## src/design/tfn_divider.sv

```systemverilog
// ----------------------------------------------------------------------------
// tfn_divider: pipelined fractional divider
// Computes floor((mag << FRAC_BITS) / len) for mag <= len, one quotient bit
// per register stage, FRAC_BITS + 1 stages in all.
// ----------------------------------------------------------------------------
module tfn_divider #(
  parameter int LEN_BITS = 35,
  parameter int FRAC_BITS = 14
) (
  input  logic                clk,
  input  logic                adv,
  input  logic [LEN_BITS-1:0] mag,
  input  logic [LEN_BITS-1:0] len,
  output logic [FRAC_BITS:0]  quot
);

  logic [LEN_BITS-1:0]  rem  [FRAC_BITS+1];
  logic [LEN_BITS-1:0]  dvs  [FRAC_BITS+1];
  logic [FRAC_BITS:0]   q    [FRAC_BITS+1];

  // First stage: the integer bit, which is set only when mag equals len.
  always_ff @(posedge clk) begin
    if (adv) begin
      rem[0] <= (mag >= len) ? mag - len : mag;
      dvs[0] <= len;
      q[0]   <= {{FRAC_BITS{1'b0}}, mag >= len};
    end
  end

  // Fraction stages: shift the remainder, compare and subtract once.
  for (genvar j = 0; j < FRAC_BITS; j++) begin : g_step
    logic [LEN_BITS:0] r2;
    logic              ge;
    always_comb begin
      r2 = {rem[j], 1'b0};
      ge = r2 >= {1'b0, dvs[j]};
    end
    always_ff @(posedge clk) begin
      if (adv) begin
        rem[j+1] <= ge ? LEN_BITS'(r2 - {1'b0, dvs[j]}) : r2[LEN_BITS-1:0];
        dvs[j+1] <= dvs[j];
        q[j+1]   <= {q[j][FRAC_BITS-1:0], ge};
      end
    end
  end

  assign quot = q[FRAC_BITS];

endmodule

```

## config.mk

```make
export PLATFORM = sky130hd
export DESIGN_NAME = tfn_divider
export DESIGN_NICKNAME = d
export VERILOG_FILES = /design/src/design/tfn_divider.sv
export SDC_FILE = /design/constraint.sdc
export NUM_CORES = 2
export LEC_CHECK = 0
export BUFFER_PORTS_ARGS = -buffer_cell sky130_fd_sc_hd__buf_2
export CAP_MARGIN = 40
export CORE_MARGIN = 10
export CORE_UTILIZATION = 25
export CTS_BUF_LIST = sky130_fd_sc_hd__clkbuf_16
export DETAILED_ROUTE_END_ITERATION = 7
export GPL_ROUTABILITY_DRIVEN = 0
export PLACE_DENSITY_LB_ADDON = 0.08
export SLEW_MARGIN = 5
export SYNTH_ARGS = -nofsm -noshare
export SYNTH_HDL_FRONTEND = slang
export SYNTH_SLANG_ARGS = --single-unit
```

## constraint.sdc

```tcl
create_clock -name clk -period 3.6 [get_ports clk]
set_input_delay 0.36 -clock clk [delete_from_list [all_inputs] [get_ports clk]]
set_output_delay 0.36 -clock clk [all_outputs]
set_load 0.03 [all_outputs]
```

==> impl_metrics.py <==
metrics = {
    "cells_and_area": {
        "final_cells": 10819,
        "mostFrequentLayoutCells": "edfxtp_1, inv_1, buf_4, a21oi_1, ha_1",
        "area_growth_pct": 23.8,
        "final_nets": 7769,
        "num-fill-cells": 27411,
        "layout_commonest_cell": "edfxtp_1",
        "final_area_um2": 83100,
        "drive_gt1_frac": 0.180,
    },
    "global_route": {
        "grt.total_usage": 0.124,
        "grt_pass1_wl_um": 287000,
        "antenna_found_initial": 0,
        "grt_max_degree": 80,
        "grt_pass1_vias": 52334,
        "gr-total-overflow": 0,
    },
    "cts": {
        "cts_sinks": 1100,
        "cts_buffer_depth": 3,
        "cts_inserted_buffers": 146,
        "cts_root_buf": "clkbuf_16",
        "clk_pin_slew_ns": 0.05,
        "clock_latency_ns": 0.77,
        "cts_tree": "done",
        "h-tree-depth": 4,
    },
    "sta": {
        "finalSetupTns_ns": 0,
        "slew_violations": 0,
        "skew_ns": 0.0233,
        "hold_viol": 0,
        "relSlewSlack": 0.443,
        "clock.fmax_mhz": 280,
        "fin_crit_sh": 0.992,
        "max_slew.worst_pin.slew_ns": 0.824,
        "fin_crit_ns": 3.57,
        "setup_viol": 0,
        "hold_slack_ns": 0.0759,
        "rsz0062_at_grt": "yes",
    },
    "floorplan": {
        "rows": 190,
        "dieHeight_um": 538,
        "die_x_um": 538,
        "dieArea_um2": 290000,
        "ios": 87,
        "coreArea_um2": 268000,
        "start_util": 0.251,
    },
    "critical_path": {
        "end_kind": "flop",
        "rr_worst_depth": 12,
        "setup.worst_path.class": "flop to flop",
        "worstReg2RegStart": "rem[0][166]$_DFFE_PP_",
        "path_max_fanout": 6,
        "required_ns": 4.11,
        "critPathArrivalTime_ns": 4.08,
        "r2r_slack_ns": 0.03,
        "r2r_end": "rem[0][179]$_DFFE_PP_",
        "startpoint_type": "flop",
    },
    "route": {
        "wl_per_cell_um": 17.3,
        "drt-initial-drc-count": 1909,
        "drtAntennaViolNets": 0,
        "drcViolationCount": 0,
        "firstDrtPassIters": 5,
        "viasPerCell": 4.53,
        "drt-total-wl_um": 187000,
        "via_count": 49028,
    },
    "synth": {
        "netlist_area_um2": 67100,
        "synth_cells": 6338,
        "synth_seq_cells": 1100,
        "synth_cell_types": 93,
        "synth_edf_count": 1100,
        "avgSynthCellArea_um2": 10.6,
        "synth_ff_type": "edfxtp_1",
        "ys_seq_area_frac": 0.492,
        "yosys_warnings": 0,
        "synthArstFlopShare": 0,
        "syn_nets": 6948,
    },
    "power": {
        "p_clk_frac": 0.187,
        "p_comb_frac": 0.525,
        "ir_drop_mv": 0.433,
        "power.share.switching": 0.379,
        "power_mw": 73.7,
        "seqPwrFrac": 0.288,
        "powerDensity_nw_per_um2": 887,
        "p_sw_mw": 28.0,
        "p_leak_nw": 34.7,
        "p_int_mw": 45.8,
    },
    "hold_path": {
        "whs_endpoint": "rem[1][175]$_SDFFCE_PN0P_",
        "holdCritPathClass": "primary input to flop",
        "whs_path_depth": 1,
        "hold_start": "adv",
    },
    "place": {
        "placed_area_um2": 76900,
        "placed_cells": 10455,
        "hpwlAfterDp_um": 149000,
        "port_buffers": 86,
    },
    "status": {
        "status": "finished clean",
    },
    "flow_run": {
        "maxCapViolations": 0,
    },
}
## worst max-delay path, cell delays in order (launching register included)
cell      delay (ns)
edfxtp_1        0.45
ha_4            0.30
and3_4          0.20
nand2_4         0.06
or4_4           0.56
or4_4           0.60
a21oi_2         0.16
o21ai_1         0.07
nand2_1         0.10
o21bai_4        0.19
buf_12          0.17
buf_12          0.13
mux2_4          0.30
## cells by family (layout without fill, tap and decap cells)
group           Yosys count  after routing  synth area share
buf+inv                 874           1801            0.0514
mux                     165            165            0.0291
xor+xnor                421            421            0.0549
compound gates         1849           1849             0.172
simple gates           1391           1391            0.0989
fa+ha+maj               538            538             0.102
other cells               0              2                 0
flops                  1100           1100             0.492
## layer usage
layer  up-vias  wire length [µm]  global-route usage
met5         -                 0                   0
met4         0             10700              0.0621
met3       459              4630              0.0181
met2       746            104000               0.252
met1     22963             67800               0.119
li1      24860                 -                   -
## cell type report
cell class / instances / area [µm²] / area share
diodes: 2 / 5.00 / 0.0000602
clock buffers: 153 / 3830 / 0.0461
clock inverters: 101 / 673 / 0.00810
inverters: 663 / 2490 / 0.0300
multi-input cells: 4364 / 31300 / 0.377
flip-flops and latches: 1100 / 33000 / 0.397
well taps: 3552 / 4440 / 0.0535
repair buffers: 884 / 7330 / 0.0882
## cells in the mapped netlist (57+ instances only)
cell type,number,area share
a21o_1,248,0.028
a21oi_1,645,0.048
a31oi_1,64,0.0060
clkbuf_1,145,0.0081
edfxtp_1,1100,0.49
ha_1,524,0.098
inv_1,663,0.037
mux2_2,132,0.022
nand2_1,448,0.025
nand2b_1,62,0.0058
nand3_1,110,0.0082
nand4_1,88,0.0082
nor2_1,366,0.020
nor3_1,57,0.0042
o21a_1,57,0.0064
o21ai_0,374,0.028
o21bai_1,94,0.011
xnor2_1,261,0.034
xor2_1,160,0.021
## how the worst max path moves through the flow
stage,start,end,cells past startpoint
6_report,rem[0][166]$_DFFE_PP_,rem[0][179]$_DFFE_PP_,12
5_1_grt,rem[0][166]$_DFFE_PP_,rem[0][187]$_DFFE_PP_,12
4_1_cts,rem[0][166]$_DFFE_PP_,rem[0][178]$_DFFE_PP_,12
3_5_place_dp,rem[0][70]$_SDFFCE_PN0P_,rem[0][139]$_DFFE_PP_,12
3_3_place_gp,rem[0][70]$_SDFFCE_PN0P_,rem[0][139]$_DFFE_PP_,12
2_1_floorplan,rem[0][164]$_DFFE_PP_,rem[0][181]$_DFFE_PP_,13
## power by group through the flow
stage	registers [mW]	clock network, mW	logic [mW]
after global placement	21.6	0	37.3
after floorplan	20.6	0	24.7
after detailed placement	21.5	0	37.4
after CTS	21.3	14.4	38.1
final	21.3	13.8	38.7
after global routing	21.7	15.0	42.8
## metrics by stage
step                      utilization  setup WS (ns)
after global routing            0.310        -0.0707
final                           0.311         0.0282
after detailed placement        0.287         -0.595
after global placement          0.287         -0.593
after floorplan                     -          0.300
after CTS                       0.308        -0.0635
## sequential cells by signal (all words and copies together) (netlist names)
signal	count
rem	490
q	120
dvs	490
## timing repair
action | CTS | global route
hold endpoints to repair | 70 | 0
pin swaps | 9 | 24
gates cloned | 2 | 6
hold buffers | 70 | 0
setup buffers | 9 | 22
resized for setup | 39 | 79
endpoints found under the setup margin | 164 | 193
(Power assumes the default switching activity.)
